### src/rtl/bipolar_hv_polarity_sequencer_macros.svh
// Assertion macros shared by the polarity sequencer RTL.
`ifndef BIPOLAR_HV_POLARITY_SEQUENCER_MACROS_SVH
`define BIPOLAR_HV_POLARITY_SEQUENCER_MACROS_SVH
`ifndef SYNTH
// Check a property at every rising clock edge outside reset.
`define BHPS_ASSERT(label, clk, rstn, prop, msg) \
    label: assert property (@(posedge clk) disable iff (!(rstn)) (prop)) else $error(msg);
// Check that a condition in one cycle implies another in the next cycle.
`define BHPS_ASSERT_NEXT(label, clk, rstn, ante, cons, msg) \
    label: assert property (@(posedge clk) disable iff (!(rstn)) (ante) |=> (cons)) \
        else $error(msg);
`else
`define BHPS_ASSERT(label, clk, rstn, prop, msg)
`define BHPS_ASSERT_NEXT(label, clk, rstn, ante, cons, msg)
`endif
`endif

### src/rtl/bhps_pkg.sv
// Types and constants of the bipolar high-voltage polarity sequencer.
package bhps_pkg;

    localparam int CFG_W      = 16;
    localparam int VOLT_W     = 16;
    localparam int PHASE_W    = 3;
    localparam int APB_ADDR_W = 5;
    localparam int APB_DATA_W = 32;
    localparam int S_TDATA_W  = 24;
    localparam int M_TDATA_W  = 16;
    localparam int IN_ITEM_W  = 20;
    localparam int OUT_ITEM_W = 9;
    localparam int REG_IDX_W  = 3;

    // Phase codes
    localparam logic [PHASE_W-1:0] PH_POS_START = 3'd0;
    localparam logic [PHASE_W-1:0] PH_POS_ON    = 3'd1;
    localparam logic [PHASE_W-1:0] PH_POS_WAIT  = 3'd2;
    localparam logic [PHASE_W-1:0] PH_NEG_START = 3'd3;
    localparam logic [PHASE_W-1:0] PH_NEG_ON    = 3'd4;
    localparam logic [PHASE_W-1:0] PH_NEG_WAIT  = 3'd5;

    // Register indexes (byte address = 4 * index)
    localparam logic [REG_IDX_W-1:0] REG_SWITCH_DELAY = 3'd0;
    localparam logic [REG_IDX_W-1:0] REG_POS_CHARGE   = 3'd1;
    localparam logic [REG_IDX_W-1:0] REG_NEG_CHARGE   = 3'd2;
    localparam logic [REG_IDX_W-1:0] REG_POS_ON       = 3'd3;
    localparam logic [REG_IDX_W-1:0] REG_NEG_ON       = 3'd4;
    localparam logic [REG_IDX_W-1:0] REG_VOLT_THRESH  = 3'd5;

    // Input word, last field in the lowest bit
    typedef struct packed {
        logic [VOLT_W-1:0] mean_voltage;
        logic              hold;
        logic              stop_request;
        logic              start_request;
        logic              ms_elapsed;
    } in_item_t;

    // Result word, last field in the lowest bit
    typedef struct packed {
        logic               stopping_now;
        logic               running;
        logic [PHASE_W-1:0] phase_now;
        logic               bridge_neg_run;
        logic               bridge_pos_run;
        logic               gate_neg_on;
        logic               gate_pos_on;
    } out_item_t;

endpackage

### src/rtl/bipolar_hv_polarity_sequencer.sv
// Top level of the bipolar high-voltage polarity sequencer.
//
// Steps a bipolar HV output through positive start, positive on, positive
// wait, negative start, negative on and negative wait, driving gate and
// bridge enable levels. Each input word carries a millisecond tick, start,
// stop and hold requests and the mean voltage reading; each one produces
// exactly one result word with the enable levels, the phase and the run and
// stop flags as they stand after that word. The block takes one word per
// clock while the result slot is not held by m_tready: a word is captured
// in an input register, and once the result slot is free a single pass of
// next-state logic (one CMP_W-wide compare against a register, a saturating
// increment and the phase selection) updates the sequencer state. That state
// register doubles as the result register, so a result reaches m_tdata
// through the input register and then the state register, and a new word
// may enter while a result waits for m_tready. TIME_BITS sets the width of
// the saturating millisecond counter. Registers are written over the
// APB-style port at byte address 4*index and must only change while the block is idle.
`include "bipolar_hv_polarity_sequencer_macros.svh"

module bipolar_hv_polarity_sequencer #(
    parameter int TIME_BITS = 16
) (
    input  logic                               aclk,
    input  logic                               aresetn,
    // Input words
    input  logic                               s_tvalid,
    output logic                               s_tready,
    // [0] ms_elapsed, [1] start_request, [2] stop_request, [3] hold,
    // [19:4] mean_voltage, [23:20] zero
    input  logic [bhps_pkg::S_TDATA_W-1:0]     s_tdata,
    // Result words
    output logic                               m_tvalid,
    input  logic                               m_tready,
    // [0] gate_pos_on, [1] gate_neg_on, [2] bridge_pos_run, [3] bridge_neg_run,
    // [6:4] phase_now, [7] running, [8] stopping_now, [15:9] zero
    output logic [bhps_pkg::M_TDATA_W-1:0]     m_tdata,
    // Configuration port
    input  logic                               psel,
    input  logic                               penable,
    input  logic                               pwrite,
    input  logic [bhps_pkg::APB_ADDR_W-1:0]    paddr,
    input  logic [bhps_pkg::APB_DATA_W-1:0]    pwdata,
    output logic [bhps_pkg::APB_DATA_W-1:0]    prdata,
    output logic                               pready
);

    // Compare width covers both the counter and the 16-bit registers.
    localparam int CMP_W = (TIME_BITS > bhps_pkg::CFG_W) ? TIME_BITS : bhps_pkg::CFG_W;
    localparam logic [TIME_BITS-1:0] TIME_MAX = {TIME_BITS{1'b1}};

    // ------------------------------------------------------------------
    // Configuration registers
    // ------------------------------------------------------------------
    logic [bhps_pkg::CFG_W-1:0]     switch_delay_reg;
    logic [bhps_pkg::CFG_W-1:0]     pos_charge_reg;
    logic [bhps_pkg::CFG_W-1:0]     neg_charge_reg;
    logic [bhps_pkg::CFG_W-1:0]     pos_on_reg;
    logic [bhps_pkg::CFG_W-1:0]     neg_on_reg;
    logic [bhps_pkg::CFG_W-1:0]     volt_thresh_reg;
    logic                           cfg_wr;
    logic [bhps_pkg::REG_IDX_W-1:0] cfg_idx;
    logic [bhps_pkg::CFG_W-1:0]     cfg_rd;

    assign pready  = 1'b1;
    assign cfg_wr  = psel && penable && pwrite;
    assign cfg_idx = paddr[bhps_pkg::APB_ADDR_W-1:2];

    // Write at the access cycle; addresses past the list are dropped.
    always_ff @(posedge aclk) begin
        if (!aresetn) begin
            switch_delay_reg <= '0;
            pos_charge_reg   <= '0;
            neg_charge_reg   <= '0;
            pos_on_reg       <= '0;
            neg_on_reg       <= '0;
            volt_thresh_reg  <= '0;
        end else if (cfg_wr) begin
            unique case (cfg_idx)
                bhps_pkg::REG_SWITCH_DELAY: switch_delay_reg <= pwdata[bhps_pkg::CFG_W-1:0];
                bhps_pkg::REG_POS_CHARGE:   pos_charge_reg   <= pwdata[bhps_pkg::CFG_W-1:0];
                bhps_pkg::REG_NEG_CHARGE:   neg_charge_reg   <= pwdata[bhps_pkg::CFG_W-1:0];
                bhps_pkg::REG_POS_ON:       pos_on_reg       <= pwdata[bhps_pkg::CFG_W-1:0];
                bhps_pkg::REG_NEG_ON:       neg_on_reg       <= pwdata[bhps_pkg::CFG_W-1:0];
                bhps_pkg::REG_VOLT_THRESH:  volt_thresh_reg  <= pwdata[bhps_pkg::CFG_W-1:0];
                default: ;
            endcase
        end
    end

    always_comb begin
        unique case (cfg_idx)
            bhps_pkg::REG_SWITCH_DELAY: cfg_rd = switch_delay_reg;
            bhps_pkg::REG_POS_CHARGE:   cfg_rd = pos_charge_reg;
            bhps_pkg::REG_NEG_CHARGE:   cfg_rd = neg_charge_reg;
            bhps_pkg::REG_POS_ON:       cfg_rd = pos_on_reg;
            bhps_pkg::REG_NEG_ON:       cfg_rd = neg_on_reg;
            bhps_pkg::REG_VOLT_THRESH:  cfg_rd = volt_thresh_reg;
            default:                    cfg_rd = '0;
        endcase
    end

    assign prdata = bhps_pkg::APB_DATA_W'(cfg_rd);

    // ------------------------------------------------------------------
    // Handshake: input register feeding the state/result register
    // ------------------------------------------------------------------
    logic                in_valid_reg;
    logic                in_valid_next;
    bhps_pkg::in_item_t  in_item_reg;
    logic                out_valid_reg;
    logic                out_valid_next;
    logic                out_free;
    logic                item_move;

    // Result slot is free when empty or being drained this cycle.
    assign out_free  = !out_valid_reg || m_tready;
    // Advance the captured word into the state when the result slot frees.
    assign item_move = in_valid_reg && out_free;
    assign s_tready  = !in_valid_reg || out_free;

    always_comb begin
        in_valid_next = in_valid_reg;
        if (s_tvalid && s_tready) begin
            in_valid_next = 1'b1;
        end else if (item_move) begin
            in_valid_next = 1'b0;
        end
    end

    always_comb begin
        out_valid_next = out_valid_reg;
        if (item_move) begin
            out_valid_next = 1'b1;
        end else if (m_tready) begin
            out_valid_next = 1'b0;
        end
    end

    always_ff @(posedge aclk) begin
        if (!aresetn) begin
            in_valid_reg  <= 1'b0;
            out_valid_reg <= 1'b0;
        end else begin
            in_valid_reg  <= in_valid_next;
            out_valid_reg <= out_valid_next;
        end
    end

    // Payload needs no reset.
    always_ff @(posedge aclk) begin
        if (s_tvalid && s_tready) begin
            in_item_reg <= bhps_pkg::in_item_t'(s_tdata[bhps_pkg::IN_ITEM_W-1:0]);
        end
    end

    // ------------------------------------------------------------------
    // Sequencer state (also the result register)
    // ------------------------------------------------------------------
    logic [bhps_pkg::PHASE_W-1:0] phase_reg;
    logic [bhps_pkg::PHASE_W-1:0] phase_next;
    logic [TIME_BITS-1:0]         elapsed_reg;
    logic [TIME_BITS-1:0]         elapsed_next;
    logic                         running_reg;
    logic                         running_next;
    logic                         stopping_reg;
    logic                         stopping_next;
    logic                         gate_pos_reg;
    logic                         gate_pos_next;
    logic                         gate_neg_reg;
    logic                         gate_neg_next;
    logic                         bridge_pos_reg;
    logic                         bridge_pos_next;
    logic                         bridge_neg_reg;
    logic                         bridge_neg_next;
    logic [CMP_W-1:0]             elapsed_cmp;

    // Order per word: start, stop, tick, then phase evaluation.
    always_comb begin
        phase_next      = phase_reg;
        elapsed_next    = elapsed_reg;
        running_next    = running_reg;
        stopping_next   = stopping_reg;
        gate_pos_next   = gate_pos_reg;
        gate_neg_next   = gate_neg_reg;
        bridge_pos_next = bridge_pos_reg;
        bridge_neg_next = bridge_neg_reg;
        elapsed_cmp     = CMP_W'(elapsed_reg);

        if (item_move) begin
            // Start restarts the loop from positive start, even while running.
            if (in_item_reg.start_request) begin
                running_next    = 1'b1;
                stopping_next   = 1'b0;
                phase_next      = bhps_pkg::PH_POS_START;
                elapsed_next    = '0;
                gate_pos_next   = 1'b0;
                gate_neg_next   = 1'b0;
                bridge_pos_next = 1'b0;
                bridge_neg_next = 1'b0;
            end
            if (in_item_reg.stop_request) begin
                stopping_next = 1'b1;
            end
            // Saturating millisecond count, advancing even when idle or held.
            if (in_item_reg.ms_elapsed && (elapsed_next != TIME_MAX)) begin
                elapsed_next = elapsed_next + 1'b1;
            end
            elapsed_cmp = CMP_W'(elapsed_next);

            if (running_next && !in_item_reg.hold) begin
                unique case (phase_next)
                    bhps_pkg::PH_POS_START: begin
                        if (stopping_next) begin
                            // Complete the stop; the phase keeps its code.
                            if (!bridge_pos_next) begin
                                gate_pos_next = 1'b0;
                                gate_neg_next = 1'b0;
                                running_next  = 1'b0;
                                stopping_next = 1'b0;
                                elapsed_next  = '0;
                            end
                        end else if (!gate_pos_next) begin
                            if (elapsed_cmp >= CMP_W'(switch_delay_reg)) begin
                                gate_pos_next = 1'b1;
                                elapsed_next  = '0;
                            end
                        end else if (elapsed_cmp >= CMP_W'(pos_charge_reg)) begin
                            bridge_pos_next = 1'b1;
                            phase_next      = bhps_pkg::PH_POS_ON;
                            elapsed_next    = '0;
                        end
                    end
                    bhps_pkg::PH_POS_ON: begin
                        // Leave on time or stop; counter keeps running.
                        if ((elapsed_cmp >= CMP_W'(pos_on_reg)) || stopping_next) begin
                            bridge_pos_next = 1'b0;
                            phase_next      = bhps_pkg::PH_POS_WAIT;
                        end
                    end
                    bhps_pkg::PH_POS_WAIT: begin
                        if (in_item_reg.mean_voltage <= volt_thresh_reg) begin
                            gate_pos_next = 1'b0;
                            elapsed_next  = '0;
                            phase_next    = bhps_pkg::PH_NEG_START;
                        end
                    end
                    bhps_pkg::PH_NEG_START: begin
                        if (stopping_next) begin
                            if (!bridge_neg_next) begin
                                gate_pos_next = 1'b0;
                                gate_neg_next = 1'b0;
                                running_next  = 1'b0;
                                stopping_next = 1'b0;
                                elapsed_next  = '0;
                            end
                        end else if (!gate_neg_next) begin
                            if (elapsed_cmp >= CMP_W'(switch_delay_reg)) begin
                                gate_neg_next = 1'b1;
                                elapsed_next  = '0;
                            end
                        end else if (elapsed_cmp >= CMP_W'(neg_charge_reg)) begin
                            bridge_neg_next = 1'b1;
                            phase_next      = bhps_pkg::PH_NEG_ON;
                            elapsed_next    = '0;
                        end
                    end
                    bhps_pkg::PH_NEG_ON: begin
                        if ((elapsed_cmp >= CMP_W'(neg_on_reg)) || stopping_next) begin
                            bridge_neg_next = 1'b0;
                            phase_next      = bhps_pkg::PH_NEG_WAIT;
                        end
                    end
                    bhps_pkg::PH_NEG_WAIT: begin
                        if (in_item_reg.mean_voltage <= volt_thresh_reg) begin
                            gate_neg_next = 1'b0;
                            elapsed_next  = '0;
                            phase_next    = bhps_pkg::PH_POS_START;
                        end
                    end
                    default: ;
                endcase
            end
        end
    end

    always_ff @(posedge aclk) begin
        if (!aresetn) begin
            phase_reg      <= bhps_pkg::PH_POS_START;
            elapsed_reg    <= '0;
            running_reg    <= 1'b0;
            stopping_reg   <= 1'b0;
            gate_pos_reg   <= 1'b0;
            gate_neg_reg   <= 1'b0;
            bridge_pos_reg <= 1'b0;
            bridge_neg_reg <= 1'b0;
        end else begin
            phase_reg      <= phase_next;
            elapsed_reg    <= elapsed_next;
            running_reg    <= running_next;
            stopping_reg   <= stopping_next;
            gate_pos_reg   <= gate_pos_next;
            gate_neg_reg   <= gate_neg_next;
            bridge_pos_reg <= bridge_pos_next;
            bridge_neg_reg <= bridge_neg_next;
        end
    end

    // ------------------------------------------------------------------
    // Result word: state only changes when a word advances, so it holds
    // steady while a result waits for m_tready.
    // ------------------------------------------------------------------
    bhps_pkg::out_item_t out_item;

    always_comb begin
        out_item.gate_pos_on    = gate_pos_reg;
        out_item.gate_neg_on    = gate_neg_reg;
        out_item.bridge_pos_run = bridge_pos_reg;
        out_item.bridge_neg_run = bridge_neg_reg;
        out_item.phase_now      = phase_reg;
        out_item.running        = running_reg;
        out_item.stopping_now   = stopping_reg;
    end

    assign m_tvalid = out_valid_reg;
    assign m_tdata  = bhps_pkg::M_TDATA_W'(out_item);

    // ------------------------------------------------------------------
    // Assertions
    // ------------------------------------------------------------------
    `BHPS_ASSERT(a_gates_exclusive, aclk, aresetn, !(gate_pos_reg && gate_neg_reg), "both gates on")
    `BHPS_ASSERT(a_bridge_needs_gate, aclk, aresetn, (!bridge_pos_reg || gate_pos_reg) && (!bridge_neg_reg || gate_neg_reg), "bridge runs with gate off")
    `BHPS_ASSERT_NEXT(a_state_frozen, aclk, aresetn, !item_move, $stable(phase_reg) && $stable(elapsed_reg) && $stable(running_reg), "state moved without a word")
    `BHPS_ASSERT_NEXT(a_result_follows, aclk, aresetn, item_move, m_tvalid, "advanced word gave no result")

endmodule

### config.mk
export PLATFORM = sky130hd
export DESIGN_NAME = bipolar_hv_polarity_sequencer
export DESIGN_NICKNAME = d
export VERILOG_FILES = /design/src/rtl/bhps_pkg.sv /design/src/rtl/bipolar_hv_polarity_sequencer.sv
export VERILOG_INCLUDE_DIRS = /design/src /design/src/rtl
export SDC_FILE = /design/constraint.sdc
export NUM_CORES = 1
export LEC_CHECK = 0
export BUFFER_PORTS_ARGS = -buffer_cell sky130_fd_sc_hd__buf_2
export CAP_MARGIN = 20
export CELL_PAD_IN_SITES_DETAIL_PLACEMENT = 1
export CELL_PAD_IN_SITES_GLOBAL_PLACEMENT = 2
export CORE_AREA = 2 2 197 150
export CTS_BUF_LIST = sky130_fd_sc_hd__clkbuf_2 sky130_fd_sc_hd__clkbuf_4 sky130_fd_sc_hd__clkbuf_8
export CTS_CLUSTER_SIZE = 14
export DETAILED_ROUTE_END_ITERATION = 16
export DIE_AREA = 0 0 199 152
export GPL_ROUTABILITY_DRIVEN = 0
export GPL_TIMING_DRIVEN = 0
export PLACE_DENSITY_LB_ADDON = 0.25
export SLEW_MARGIN = 40
export SYNTH_ARGS = -nofsm -noshare
export SYNTH_HDL_FRONTEND = slang
export SYNTH_SLANG_ARGS = --single-unit
### constraint.sdc
create_clock -name aclk -period 4.5 [get_ports aclk]
set_input_delay 0.9 -clock aclk [delete_from_list [all_inputs] [get_ports aclk]]
set_output_delay 0.9 -clock aclk [all_outputs]
set_load 0.03 [all_outputs]
==> metrics.md <==
| Metric | Value |
|---|---|
| Vias | `8419` |
| CTS tree | `yes` |
| Die extent in y | `152 um` |
| Site Rows | `54` |
| Slew margin rel. | `39.6%` |
| Area of the core | `28600 um^2` |
| Seq/Total Area, Yosys | `34.2%` |
| Port bufs | `71` |
| Gr usage total | `22.4%` |
| Hold WS | `0.481 ns` |
| Dpl hpwl | `25.8 mm` |
| RSZ-0062 raised after global routing | `yes` |
| Hold path startpoint | `neg_charge_reg[15]$_SDFFE_PN0P_` |
| GRT overflow | `0` |
| N_diodes | `0` |
| Final min period | `4.70 ns` |
| Cells after Synth | `1122` |
| Hold Vio Cnt, Final | `0` |
| PnR worst setup slack | `-0.196 ns` |
| Critical Path RT | `4.87 ns` |
| Critical path class | `flip-flop to flip-flop` |
| Ports | `119` |
| Post-DR wirelength/cell | `20.0 um` |
| Mapped Area | `8960 um^2` |
| Initial cell density of the core | `31.3%` |
| Worst reg2reg endpoint | `elapsed_reg[14]$_SDFFE_PN0P_` |
| Fraction of layout cells with a size suffix above 1 | `17.4%` |
| CTS H-tree depth | `4` |
| Clock Sinks | `143` |
| Worst vdd ir | `0.000165 V` |
| Leakage | `0.00419 uW` |
| Clock Path Buffers | `2` |
| Die width | `199 um` |
| Status | `finished, violations left` |
| Layout Nets | `1426` |
| Clk network pwr share | `42.0%` |
| Min-Delay Endpoint | `neg_charge_reg[15]$_SDFFE_PN0P_` |
| Sequential share of power | `46.7%` |
| Number of global-route vias before repair | `8239` |
| Fin. max-slew vios | `0` |
| Critical Path Start Type | `flip-flop` |
| Dpl cells | `1608` |
| MaxCap Viol Count | `0` |
| Reg2Reg Setup Slack | `-0.20 ns` |
| Crit path capture type | `flip-flop` |
| Worst reg2reg startpoint | `in_item_reg[1]$_DFFE_PP_` |
| Failing checks | `setup timing` |
| DRT antenna net count | `0` |
| Top FF cell, synth | `dfxtp_1` |
| DRT iter0 DRCs | `518` |
| Clock root buffer | `clkbuf_8` |
| Largest net degree at the start of global routing | `21` |
| Total wire length | `33.3 mm` |
| R2R depth | `23` |
| Total net switching power | `805 uW` |
| Pwr Density | `263 nW/um^2` |
| Cts hold-fix bufs | `0` |
| # setup viols final | `16` |
| Number of synthesis warnings | `0` |
| First-pass GRT wire length | `50.3 mm` |
| CP max FO | `6` |
| DRC violations left | `0` |
| Slew @ Worst Pin | `0.906 ns` |
| Reg clk slew, reported paths | `0.09 ns` |
| First-pass DRT Iterations | `5` |
| Flip-flop count of the largest register after layout | `20` |
| Cts bufs inserted | `17` |
| Die Area | `30200 um^2` |
| Distinct cells, synth | `78` |
| Hold Crit Depth | `2` |
| FMAX | `213 MHz` |
| CP arrival | `5.07 ns` |
| Combinational power share | `11.3%` |
| Post-synth EDFFs | `20` |
| Worst min-delay path class | `flip-flop to flip-flop` |
| Setup Skew | `0.0178 ns` |
| Area grow syn2layout | `20.9%` |
| Int Power | `2040 uW` |
| Switching Fraction | `28.3%` |
| Period utilization | `104%` |
| Post-DR vias/cell | `5.05` |
| #FFs+latches synth | `143` |
| Final cell count without fillers | `1666` |
| Synthesized area per cell | `7.98 um^2` |
| Skew-Pair Late Insertion Delay | `0.48 ns` |
| FILL cells | `3489` |
| Initial antenna violation count | `0` |
| Async SR Flop Fraction | `0%` |
==> cell families after synthesis <==
| kind of cell | after synthesis | synth area share (%) |
|---|---|---|
| simple gates | 395 | 20.4 |
| fa+ha+maj | 97 | 13.5 |
| xor+xnor | 15 | 1.47 |
| buf+inv | 180 | 9.71 |
| mux | 1 | 0.126 |
| flops | 143 | 34.2 |
| other cells | 2 | 0.0838 |
| compound gates | 289 | 20.4 |
==> final cells by class <==
| type | instances | area (um^2) | share of cell area, % |
|---|---|---|---|
| buffer | 81 | 508 | 4.69 |
| clock buffer | 18 | 248 | 2.29 |
| clock inverter | 14 | 186 | 1.72 |
| inverter | 99 | 372 | 3.43 |
| multi-input combinational | 821 | 5400 | 49.9 |
| sequential | 143 | 3060 | 28.3 |
| tap | 392 | 490 | 4.53 |
| timing repair buffer | 98 | 562 | 5.19 |
==> placed cells by master (no fill, tap or decap), drive strengths merged, types with 6 or more instances in the layout <==
| master | count |
|---|---|
| nor3 | 11 |
| xor2 | 7 |
| a22oi | 48 |
| edfxtp | 20 |
| inv | 101 |
| buf | 131 |
| nand2b | 8 |
| ha | 97 |
| nor2 | 42 |
| and3 | 6 |
| a21oi | 139 |
| nand2 | 237 |
| xnor2 | 8 |
| conb | 24 |
| a211oi | 7 |
| clkinv | 7 |
| and2 | 9 |
| nor2b | 15 |
| nand3 | 29 |
| nand4 | 15 |
| a22o | 14 |
| o21ai | 29 |
| dfxtp | 123 |
| a21o | 17 |
| clkbuf | 64 |
==> routing by layer <==
layer / global-route usage, % / part of all wire, % / up-vias
li1: - / - / 4107
met1: 33.7 / 52 / 4124
met2: 33.5 / 43 / 159
met3: 3.29 / 3.7 / 29
met4: 5.37 / 1.4 / 0
met5: 0 / 0 / -
==> power by group through the flow <==
| stage | Combinational [uW] | Sequential [uW] | Clock [uW] |
|---|---|---|---|
| 6_report | 323 | 1330 | 1200 |
| 3_5_place_dp | 296 | 1360 | 0 |
| 5_1_grt | 348 | 1330 | 1270 |
| 4_1_cts | 312 | 1330 | 1220 |
| 2_1_floorplan | 179 | 1360 | 0 |
| 3_3_place_gp | 291 | 1360 | 0 |
==> worst max-delay path by stage <==
| stage | from | endpoint | slack, ns | depth (start not counted) |
|---|---|---|---|---|
| global placement | in_item_reg[1]$_DFFE_PP_ | elapsed_reg[10]$_SDFFE_PN0P_ | -1.22 | 23 |
| finish | in_item_reg[1]$_DFFE_PP_ | elapsed_reg[14]$_SDFFE_PN0P_ | -0.20 | 23 |
| floorplan | in_item_reg[1]$_DFFE_PP_ | elapsed_reg[12]$_SDFFE_PN0P_ | 0.03 | 23 |
| global route | in_item_reg[1]$_DFFE_PP_ | elapsed_reg[14]$_SDFFE_PN0P_ | -0.36 | 23 |
| detailed placement | in_item_reg[1]$_DFFE_PP_ | elapsed_reg[14]$_SDFFE_PN0P_ | -1.20 | 22 |
| CTS | in_item_reg[1]$_DFFE_PP_ | elapsed_reg[14]$_SDFFE_PN0P_ | -0.16 | 23 |
==> metrics by stage <==
stage	power, uW	utilization (%)	setup TNS [ns]	cell area [um^2]	setup slack, ns
2_1_floorplan	1530	-	0	9040	0.0319
3_5_place_dp	1650	34.7	-22.56	9910	-1.20
6_report	2850	37.9	-2.29	10800	-0.196
4_1_cts	2860	37.2	-1.80	10600	-0.163
3_3_place_gp	1650	34.6	-23.22	9890	-1.22
5_1_grt	2950	37.9	-5.39	10800	-0.359
==> synth_stat cells (all sizes together), types with 4 or more instances <==
cell type	n	area share, %
a21o	17	1.4
ha	97	14
a211oi	7	0.59
o2111ai	4	0.39
edfxtp	20	6.7
and2	9	0.63
nand4	15	1.0
inv	98	4.1
dfxtp	123	27
nor2b	15	1.0
a21oi	139	7.8
nand3	29	1.6
buf	33	2.9
nor2	42	1.8
a22o	14	1.4
and3	6	0.53
nand2	237	9.9
nor3b	4	0.56
xnor2	8	0.78
xor2	7	0.68
and3b	4	0.39
a22oi	48	4.0
nand2b	8	0.67
nor3	11	0.67
clkbuf	46	2.2
o21ai	29	1.7
==> critical path, stage by stage (launching register included) <==
cell,delay (ns)
edfxtp_1,0.42
buf_6,0.15
buf_12,0.12
nor2_4,0.12
ha_4,0.15
inv_2,0.04
nor3_4,0.20
a41oi_4,0.15
and4bb_4,0.24
and3_4,0.20
and3_4,0.19
xnor2_4,0.22
nor2_4,0.09
ha_4,0.27
nand4_1,0.22
nor3_4,0.24
or4b_4,0.53
nand3_4,0.10
a31oi_1,0.09
nor2_1,0.18
o2111a_2,0.28
nor2_4,0.07
buf_6,0.14
a22o_1,0.18
==> what timing repair did <==
action,4_1_cts,5_1_grt
endpoints found under the setup margin,23,20
pin swaps,13,6
cloned,1,0
setup buffers,13,13
gates resized for setup,34,18
Note: power is estimated with default switching activity, not from simulation.
